### src/rtl/ceb_pkg.sv
// Shared types and constants for the coincidence event builder.
// Used by every module of the block; depends on nothing else.
`timescale 1ns / 1ps

package ceb_pkg;

    localparam int TIME_W        = 63;
    localparam int CHAN_W        = 8;
    localparam int WINDOW_W      = 31;
    localparam int MASK_W        = 4;
    localparam int REPORTED      = 4;
    localparam int NUM_CHANNELS  = 4;
    localparam int IN_DATA_W     = 72;
    localparam int OUT_DATA_W    = 256;

    localparam logic [WINDOW_W-1:0] WINDOW_RESET = 31'd10000;

    typedef struct packed {
        logic [CHAN_W-1:0] channel;
        logic [TIME_W-1:0] timestamp;
    } hit_t;

    typedef struct packed {
        logic [MASK_W-1:0] hit_mask;
        logic [TIME_W-1:0] time_ch4;
        logic [TIME_W-1:0] time_ch3;
        logic [TIME_W-1:0] time_ch2;
        logic [TIME_W-1:0] time_ch1;
    } event_t;

endpackage

### src/rtl/ceb_in_reg.sv
// Input register stage of the coincidence event builder.
// Holds one accepted hit until the event stage takes it; uses ceb_pkg.
`timescale 1ns / 1ps

module ceb_in_reg (
    input  logic          clk,
    input  logic          rst_n,
    input  logic          in_valid,
    output logic          in_ready,
    input  ceb_pkg::hit_t in_hit,
    output logic          hit_valid,
    input  logic          hit_take,
    output ceb_pkg::hit_t hit
);

    logic          valid_reg;
    logic          valid_next;
    ceb_pkg::hit_t hit_reg;

    assign in_ready   = !valid_reg || hit_take;
    assign valid_next = (in_valid && in_ready) ? 1'b1 : (hit_take ? 1'b0 : valid_reg);

    always_ff @(posedge clk or negedge rst_n)
    begin
        if (!rst_n)
        begin
            valid_reg <= 1'b0;
        end
        else
        begin
            valid_reg <= valid_next;
        end
    end

    always_ff @(posedge clk)
    begin
        if (in_valid && in_ready)
        begin
            hit_reg <= in_hit;
        end
    end

    assign hit_valid = valid_reg;
    assign hit       = hit_reg;

endmodule

### src/rtl/ceb_core.sv
// Event stage: gap test, slot update and the registered result.
// Takes hits from ceb_in_reg and holds the window register; uses ceb_pkg.
`timescale 1ns / 1ps

module ceb_core #(
    parameter int NUM_CHANNELS = ceb_pkg::NUM_CHANNELS
) (
    input  logic                           clk,
    input  logic                           rst_n,
    input  logic                           cfg_write,
    input  logic [ceb_pkg::WINDOW_W-1:0]   cfg_window,
    input  logic                           hit_valid,
    output logic                           hit_take,
    input  ceb_pkg::hit_t                  hit,
    output logic                           out_valid,
    input  logic                           out_ready,
    output ceb_pkg::event_t                out_event
);

    localparam int SLOT_W = $clog2(NUM_CHANNELS);
    localparam int CNT_W  = $clog2(NUM_CHANNELS + 1);
    localparam int TW     = ceb_pkg::TIME_W;

    logic [ceb_pkg::WINDOW_W-1:0] window_reg;
    logic [TW-1:0]                prev_time_reg;
    logic                         seen_any_reg;
    logic [NUM_CHANNELS-1:0]      slot_used_reg;
    logic [NUM_CHANNELS-1:0]      slot_used_next;
    logic                         event_clean_reg;
    logic                         event_clean_next;
    logic [TW-1:0]                slot_time_reg [NUM_CHANNELS];
    logic                         out_valid_reg;
    logic                         out_valid_next;
    ceb_pkg::event_t              out_event_reg;
    ceb_pkg::event_t              event_next;

    logic                         chan_ok;
    logic [SLOT_W-1:0]            slot;
    logic [NUM_CHANNELS-1:0]      bit_sel;
    logic [TW-1:0]                gap;
    logic                         close_event;
    logic                         emit;
    logic                         do_store;
    logic [CNT_W-1:0]             used_cnt;
    logic [ceb_pkg::TIME_W*ceb_pkg::REPORTED-1:0] rep_times;
    logic [ceb_pkg::MASK_W-1:0]   rep_mask;

    assign hit_take = hit_valid && (!out_valid_reg || out_ready);

    assign chan_ok = (hit.channel != '0) && (hit.channel <= ceb_pkg::CHAN_W'(NUM_CHANNELS));
    assign slot    = SLOT_W'(hit.channel - 8'd1);
    assign bit_sel = NUM_CHANNELS'(1) << slot;
    assign gap     = hit.timestamp - prev_time_reg;

    assign close_event = seen_any_reg && (hit.timestamp > prev_time_reg)
                      && (gap > {{(TW - ceb_pkg::WINDOW_W){1'b0}}, window_reg});

    always_comb
    begin
        used_cnt = '0;
        for (int k = 0; k < NUM_CHANNELS; k++)
        begin
            used_cnt = used_cnt + CNT_W'(slot_used_reg[k]);
        end
    end

    assign emit = close_event && event_clean_reg && (used_cnt >= CNT_W'(2));

    genvar g;
    generate
        for (g = 0; g < ceb_pkg::REPORTED; g++)
        begin : g_rep
            if (g < NUM_CHANNELS)
            begin : g_on
                assign rep_times[g*TW +: TW] = slot_used_reg[g] ? slot_time_reg[g] : '0;
                assign rep_mask[g]           = slot_used_reg[g];
            end
            else
            begin : g_off
                assign rep_times[g*TW +: TW] = '0;
                assign rep_mask[g]           = 1'b0;
            end
        end
    endgenerate

    assign event_next = {rep_mask, rep_times};

    always_comb
    begin
        slot_used_next   = slot_used_reg;
        event_clean_next = event_clean_reg;
        do_store         = 1'b0;
        priority if (close_event)
        begin
            slot_used_next   = bit_sel;
            event_clean_next = 1'b1;
            do_store         = 1'b1;
        end
        else if ((slot_used_reg & bit_sel) != '0)
        begin
            event_clean_next = 1'b0;
        end
        else
        begin
            slot_used_next = slot_used_reg | bit_sel;
            do_store       = 1'b1;
        end
    end

    always_comb
    begin
        if (hit_take)
        begin
            out_valid_next = chan_ok && emit;
        end
        else if (out_ready)
        begin
            out_valid_next = 1'b0;
        end
        else
        begin
            out_valid_next = out_valid_reg;
        end
    end

    always_ff @(posedge clk or negedge rst_n)
    begin
        if (!rst_n)
        begin
            window_reg      <= ceb_pkg::WINDOW_RESET;
            prev_time_reg   <= '0;
            seen_any_reg    <= 1'b0;
            slot_used_reg   <= '0;
            event_clean_reg <= 1'b0;
            out_valid_reg   <= 1'b0;
        end
        else
        begin
            if (cfg_write)
            begin
                window_reg <= cfg_window;
            end
            if (hit_take && chan_ok)
            begin
                prev_time_reg   <= hit.timestamp;
                seen_any_reg    <= 1'b1;
                slot_used_reg   <= slot_used_next;
                event_clean_reg <= event_clean_next;
            end
            out_valid_reg <= out_valid_next;
        end
    end

    always_ff @(posedge clk)
    begin
        if (hit_take && chan_ok && do_store)
        begin
            slot_time_reg[slot] <= hit.timestamp;
        end
        if (hit_take && chan_ok && emit)
        begin
            out_event_reg <= event_next;
        end
    end

    assign out_valid = out_valid_reg;
    assign out_event = out_event_reg;

    a_idle_state: assert property (@(posedge clk) disable iff (!rst_n)
        !seen_any_reg |-> (slot_used_reg == '0) && !event_clean_reg)
        else $error("State changed before the first hit.");

    a_open_event: assert property (@(posedge clk) disable iff (!rst_n)
        seen_any_reg |-> (slot_used_reg != '0))
        else $error("Open event has no filled slot.");

    a_ignored_hit: assert property (@(posedge clk) disable iff (!rst_n)
        hit_take && !chan_ok |=> $stable(slot_used_reg) && $stable(prev_time_reg)
                              && $stable(event_clean_reg))
        else $error("Ignored channel changed the event state.");

    a_mask_two: assert property (@(posedge clk) disable iff (!rst_n)
        out_valid_reg |-> (NUM_CHANNELS > ceb_pkg::REPORTED)
                       || ($countones(out_event_reg.hit_mask) >= 2))
        else $error("Result with fewer than two channels.");

    a_emit_clean: assert property (@(posedge clk) disable iff (!rst_n)
        $rose(out_valid_reg) |-> $past(event_clean_reg))
        else $error("Result from an event that was not clean.");

endmodule

### src/rtl/coincidence_event_builder.sv
// Top level of the coincidence event builder.
// Joins ceb_in_reg and ceb_core; uses ceb_pkg.
`timescale 1ns / 1ps

// The block groups time-tagger hits into coincidence events.
// Hits arrive on the s_axis channel, one transfer per hit; hits on channels
// outside 1 to NUM_CHANNELS are dropped without touching any state.
// A hit more than the window after the previous kept hit closes the open
// event; a closed event that is clean and has at least two channels leaves
// on the m_axis channel as four slot times and a hit mask.
// The window is written on the cfg channel, which is always ready, and
// should be changed only while no hit is in flight.
// A result is registered after the hit that closes its event has passed the input register.
// Throughput is one hit per cycle while the receiver is ready, set by the single gap
// subtract and compare that sits between the input register and the result register.
// When the receiver stalls, the result register holds its event and the
// input register holds one more hit; s_axis_tready then falls.
// Reset clears the event state and loads the window with 10000 ps.

module coincidence_event_builder #(
    parameter int NUM_CHANNELS = ceb_pkg::NUM_CHANNELS
) (
    input  logic                              clk,
    input  logic                              rst_n,
    input  logic                              cfg_valid,
    output logic                              cfg_ready,
    input  logic [ceb_pkg::WINDOW_W-1:0]      cfg_data,     // gap window in ps
    input  logic                              s_axis_tvalid,
    output logic                              s_axis_tready,
    input  logic [ceb_pkg::IN_DATA_W-1:0]     s_axis_tdata, // timestamp, channel, pad
    output logic                              m_axis_tvalid,
    input  logic                              m_axis_tready,
    output logic [ceb_pkg::OUT_DATA_W-1:0]    m_axis_tdata  // time_ch1..4, hit_mask
);

    ceb_pkg::hit_t   in_hit;
    ceb_pkg::hit_t   hit;
    logic            hit_valid;
    logic            hit_take;
    ceb_pkg::event_t out_event;

    assign cfg_ready = 1'b1;
    assign in_hit    = s_axis_tdata[ceb_pkg::TIME_W+ceb_pkg::CHAN_W-1:0];

    ceb_in_reg u_in_reg (
        .clk       (clk),
        .rst_n     (rst_n),
        .in_valid  (s_axis_tvalid),
        .in_ready  (s_axis_tready),
        .in_hit    (in_hit),
        .hit_valid (hit_valid),
        .hit_take  (hit_take),
        .hit       (hit)
    );

    ceb_core #(
        .NUM_CHANNELS (NUM_CHANNELS)
    ) u_core (
        .clk        (clk),
        .rst_n      (rst_n),
        .cfg_write  (cfg_valid && cfg_ready),
        .cfg_window (cfg_data),
        .hit_valid  (hit_valid),
        .hit_take   (hit_take),
        .hit        (hit),
        .out_valid  (m_axis_tvalid),
        .out_ready  (m_axis_tready),
        .out_event  (out_event)
    );

    assign m_axis_tdata = out_event;

endmodule

### config.mk
export PLATFORM = sky130hd
export DESIGN_NAME = coincidence_event_builder
export DESIGN_NICKNAME = d
export VERILOG_FILES = /design/src/rtl/ceb_pkg.sv /design/src/rtl/ceb_in_reg.sv /design/src/rtl/ceb_core.sv /design/src/rtl/coincidence_event_builder.sv
export SDC_FILE = /design/constraint.sdc
export NUM_CORES = 1
export LEC_CHECK = 0
export ABC_AREA = 1
export ABC_CLOCK_PERIOD_IN_PS = 15700
export CORE_MARGIN = 5
export CORE_UTILIZATION = 47
export DETAILED_ROUTE_END_ITERATION = 8
export DONT_BUFFER_PORTS = 1
export PLACE_DENSITY = 0.59
export SYNTH_ARGS = -nofsm -noshare
export SYNTH_HDL_FRONTEND = slang
export SYNTH_SLANG_ARGS = --single-unit
export TNS_END_PERCENT = 10
### constraint.sdc
create_clock -name clk -period 15.7 [get_ports clk]
set_input_delay 1.57 -clock clk [delete_from_list [all_inputs] [get_ports clk]]
set_output_delay 1.57 -clock clk [all_outputs]
set_load 0.01 [all_outputs]
* Word level (Yosys, flattened, before mapping)
Memory sizes are Yosys's and may differ from the RTL's. A register that Yosys moved wholly into a read port is not among the register bits.
Cells that the tools add are included.
** Word-level totals
- Register bits :: 177
- Latch bits :: 0
- Memory bits (writable) :: 252
- Memory bits (read-only) :: 0
- Input port bits :: 108
- Output and inout port bits :: 259
- Logic and storage cells :: 62
- Memories kept :: 1
** Memory list
- u_core.slot_time_reg :: depth 4, bits a word 63, read ports 4, clocked after memory_dff 4, wr ports 1, RTL line ceb_core.sv:31 : logic [TW-1:0] slot_time_reg [NUM_CHANNELS];
** Cells by class
- $add $sub $neg :: 5
- Multipliers :: 0
- Divide/modulo/power cells :: 0
- Order comparisons :: 4
- Equal/unequal tests :: 1
- Shift operators :: 1
- Multiplexer cells :: 12
- Bitwise gates (word level) :: 2
- Reductions and logical operators :: 26
** Operators by type and width (number)
- $gt 63x31->1 :: 1
- $gt 63x63->1 :: 1
- $sub 63x63->63 :: 1
- $logic_and 1x1->1 :: 11
- $mux 1 :: 10
- $le 8x3->1 const B :: 1
- $mux 4 :: 2
- $reduce_bool 8->1 :: 1
- $add 3x1->3 :: 2
- $logic_not 1->1 :: 6
- $reduce_bool 2->1 :: 3
- $and 4x4->4 :: 1
- $or 4x4->4 :: 1
- $reduce_and 2->1 :: 2
- $reduce_bool 4->1 :: 1
- $shl 1x2->4 const A :: 1
- $ge 3x2->1 const B :: 1
- $add 1x1->2 :: 1
- $logic_or 1x1->1 :: 2
- $ne 2x1->1 const B :: 1
- $sub 2x1->2 const B :: 1

* Longest topological paths before layout
- Depth in word-level cells :: 9
- Mapped depth :: 31
- Depth with buffers taken out :: 31

* By module
From an unflattened synthesis, not the netlist that was laid out.
** Unflattened totals
- Cell total of the unflattened synthesis :: 2941
- Area total of the unflattened synthesis :: 30098.9 sq um
** Modules (own cells, without submodules)
- ceb_core :: times used 1, cells an instance 2862, area each 27910.5 sq um
- ceb_in_reg :: times used 1, cells an instance 77, area each 2177.1 sq um
- coincidence_event_builder :: times used 1, cells an instance 2, area each 11.3 sq um

* Worst setup path after synthesis
OpenSTA, ideal clock, no wires.
- Kind :: reg-to-reg
- From :: register u_in_reg.hit_reg (netlist bit u_in_reg.hit[0])
- To :: register, netlist name u_core.out_event[0]
- Data arrival time :: 13.631 ns
- Slack :: 1.190 ns
- Cell stages (with the launch flop) :: 27
- Path buffers :: 0
- Clock period less this slack :: 14.510 ns
- Path through :: edfxtp_1 inv_1 ha_1 inv_1 fa_1 nand3_1 nand3_1 nand2_1 nand2_2 nand2_1 nand2_1 nand2_1 nand2_1 xor2_1 ha_1 inv_1 nor2_1 nand2_1 nor3_1 a21oi_1 nand3_1 nor2_1 nand3_1 nor2_1 nand3_2 nand3_4 nor2_1
** On the way
- Longest elaborated chain between the ends :: 6
** Ends and longest elaborated chain
- from (decl) :: RTL line ceb_in_reg.sv:18 : ceb_pkg::hit_t hit_reg;
- from (signal assigned) :: RTL line ceb_in_reg.sv:39 : hit_reg <= in_hit;
- $sub 63x63->63 / $gt 63x63->1 (equally long branches) :: RTL line ceb_core.sv:53, ceb_core.sv:55
- $gt 63x31->1 / $logic_and 1x1->1 (equally long branches) :: RTL line ceb_core.sv:56, ceb_core.sv:55
- $logic_and 1x1->1 (*) :: RTL line ceb_core.sv:56 : && (gap > {{(TW - ceb_pkg::WINDOW_W){1'b0}}, window_reg});
- $logic_and 1x1->1 (*) (2 in a row) :: RTL line ceb_core.sv:67 : assign emit = close_event && event_clean_reg && (used_cnt >= CNT_W'(2));
- $logic_and 1x1->1 (*) :: RTL line ceb_core.sv:160 : if (hit_take && chan_ok && emit)
Every way passes the cells marked *; elsewhere a longest branch is shown, timed or not.
A chain may end at the register's enable or synchronous reset.

* Final worst setup path
- From :: register u_in_reg.hit_reg (netlist bit u_in_reg.hit[0])
- To :: register, netlist name u_core.out_event[70]
** On the way
- Longest elaborated chain between the ends :: 6
** Ends and longest elaborated chain (RTL line)
- $sub 63x63->63 / $gt 63x63->1 (equally long branches) :: ceb_core.sv:53, ceb_core.sv:55
- $gt 63x31->1 / $logic_and 1x1->1 (equally long branches) :: ceb_core.sv:56, ceb_core.sv:55
- $logic_and 1x1->1 (*) :: ceb_core.sv:56
- $logic_and 1x1->1 (*) (2 in a row) :: ceb_core.sv:67
- $logic_and 1x1->1 (*) :: ceb_core.sv:160
Marked as above.

==> impl_metrics.json <==
{
  "largest_reg_flops": 256,
  "p_total_mw": 4.51,
  "avgViaCountPerCell": 4.86,
  "synth_seq_cells": 681,
  "antenna_left": 0,
  "start_util": 0.476,
  "leakage_nw": 15.6,
  "synth.top_cells.by_area": "edfxtp_1 58%, nand2_1 11%, dfrtp_1 8.1%",
  "p_sw_mw": 1.28,
  "max_cap_viol_count": 0,
  "rr_worst_depth": 26,
  "syn_inst": 2902,
  "yosysUniqueCellTypes": 49,
  "syn_avg_cell_area_um2": 10.4,
  "multiInputGateArea_um2": 7600,
  "cts_resized": 0,
  "finalWeightedCongestion": 0.931,
  "worstMarginPinSlew_ns": 1.12,
  "drt_iter0_markers": 1303,
  "drcViolationCount": 0,
  "htreeDepth": 3,
  "ios": 367,
  "async_reset_ff_frac": 0.150,
  "dpl-instance-area_um2": 31100,
  "finalClockSkew_ns": 0.0213,
  "worstHoldPathType": "reg -> reg",
  "seqPwrFrac": 0.460,
  "nNetsFinal": 3141,
  "final.min_clock_period_ns": 6.60,
  "coreArea_um2": 63300,
  "instances_no_fill": 3834,
  "hpwlAfterDp_um": 51600,
  "rsz0062_at_grt": "no",
  "r2r_slack_ns": 9.10,
  "die_y_um": 263,
  "slowest_stage": "nor2_4",
  "fin_area_um2": 33300,
  "cellInternalPower_mw": 3.23,
  "power_density_nw_per_um2": 135,
  "worst_slack_ns": 9.10,
  "crit_family": "simple AND/OR/NAND/NOR gates",
  "dr_total_vias": 18644,
  "end_kind": "register",
  "grt_pass1_vias": 18382,
  "holdPathStages": 1,
  "cp.arrival_ns": 6.81,
  "yosysMostFrequentCell": "nand2_1",
  "swShare": 0.283,
  "synth_edf_count": 579,
  "fin_crit_sh": 0.420,
  "ys_seq_area_frac": 0.662,
  "synth_common_cells": "902 x nand2_1, 622 x inv_1, 579 x edfxtp_1",
  "first_pass_iters": 5,
  "min-delay-start": "u_core.seen_any_reg",
  "num_rows": 92,
  "area_delta_synth_final_pct": 10.6,
  "grt_overflow": 0,
  "gr-usage-all-layers": 0.208,
  "status": "complete, no violations",
  "slew_violations": 0,
  "synth_nets": 3107,
  "worstPathBufferInverterCount": 4,
  "vdd_drop_max_uv": 80.4,
  "criticalPathCategory": "reg -> reg",
  "die_area_um2": 69300,
  "fillCellCount": 5677,
  "relSlewSlack": 0.254,
  "crit_top_cell": "nand2_1",
  "cpPeakStageDelay_ns": 0.82,
  "path_max_fanout": 70,
  "clk_pin_slew_worst_paths_ns": 0.05,
  "grt_pass1_wl_um": 111000,
  "setup_tns_ns": 0,
  "seq_area_um2": 20000,
  "clock_path_buffers": 3,
  "cts-root-buf": "clkbuf_16",
  "combPwrFrac": 0.187,
  "io_buffer_count": 0,
  "antenna_found_initial": 0,
  "max_freq_mhz": 152,
  "synth_top_flop_cell": "edfxtp_1",
  "clock-sinks": 681,
  "tritoncts": "built",
  "critPathLaunchType": "register",
  "wire_per_inst_um": 19.1,
  "yosys.area.top_type": "edfxtp_1",
  "cts_made_buffers": 71,
  "hold_buffers": 0,
  "cts_setup_buffers": 0,
  "rr_endpoint": "u_core.out_event[70]",
  "finalHoldViolations": 0,
  "grt_start_max_net_pins": 103,
  "yosysWarnings": 0,
  "place_ws_ns": 9.07,
  "drive_above_1_share": 0.0743,
  "die_w_um": 263,
  "dp_cells": 3709,
  "setup_viol": 0,
  "holdPathEnd": "u_core.seen_any_reg",
  "drt-total-wl_um": 73100,
  "synth_top_area_share": 0.577,
  "synth_area_um2": 30100,
  "diodes": 0,
  "reg2reg_from": "u_in_reg.hit[0]",
  "clk_latency_ns": 0.60,
  "required_ns": 15.91,
  "clockPowerShare": 0.353
}
cell type report:
class                           instances  area share
Sequential cell                       681       0.599
Tap cell                              846      0.0318
Multi-Input combinational cell       1533       0.228
Inverter                              638      0.0721
Timing Repair Buffer                   11     0.00248
Clock buffer                          103      0.0603
Clock inverter                         22     0.00635
how the worst max path moves through the flow:
stage	from	to	slack (ns)	cells after the start
after CTS	u_in_reg.hit[0]	u_core.out_event[70]	9.04	26
after detailed placement	u_in_reg.hit[0]	u_core.out_event[1]	9.07	26
after global routing	u_in_reg.hit[0]	u_core.out_event[70]	8.61	26
after global placement	u_in_reg.hit[0]	u_core.out_event[3]	9.21	26
after floorplan	u_in_reg.hit[0]	u_core.out_event[0]	1.19	26
final	u_in_reg.hit[0]	u_core.out_event[70]	9.10	26
through the flow:
stage                util  hold WS (ns)
finish              0.526         0.482
global route        0.526         0.491
CTS                 0.526         0.477
detailed placement  0.491         0.465
global placement    0.491         0.458
floorplan               -         0.440
power groups by stage:
stage	clock network [mW]	logic [mW]	registers, mW
after detailed placement	0	0.838	2.11
after global placement	0	0.827	2.11
after CTS	1.64	0.844	2.08
after global routing	1.72	0.958	2.08
after floorplan	0	0.616	2.08
final	1.59	0.845	2.08
per-layer routing:
metal	vias to the layer above	track usage	routed length (um)
li1	9235	-	-
met1	8892	0.292	33200
met2	443	0.347	35100
met3	74	0.0346	3600
met4	0	0.0475	1120
met5	-	0	0
cells by family (layout without fill, tap and decap cells):
group	after synthesis	after routing	share of synthesized area
xor gates and xnor gates	32	32	0.00930
other	1	1	0.000124
adders and majority gates	97	97	0.0405
and+or+nand+nor	1185	1185	0.164
AOI/OAI and AO/OA	217	217	0.0376
buffers and inverters	688	774	0.0861
DFF	681	681	0.662
muxes	1	1	0.000374
layout by cell type, fill, tap and decap left out, drive strengths merged, types with 2 or more instances in the layout:
| master | count |
|---|---|
| o21ai | 124 |
| xnor2 | 4 |
| clkinv | 18 |
| dfstp | 5 |
| nor2 | 139 |
| nand4 | 12 |
| nor4 | 5 |
| clkbuf | 103 |
| clkinvlp | 3 |
| o21bai | 7 |
| bufinv | 3 |
| nand2 | 925 |
| edfxtp | 579 |
| nand3b | 8 |
| o211ai | 2 |
| nor4b | 2 |
| inv | 636 |
| xor2 | 28 |
| nand3 | 71 |
| buf | 11 |
| a21oi | 79 |
| dfrtp | 97 |
| ha | 96 |
| nor3 | 17 |
| and2 | 3 |
Power figures use the tool's default switching activity.
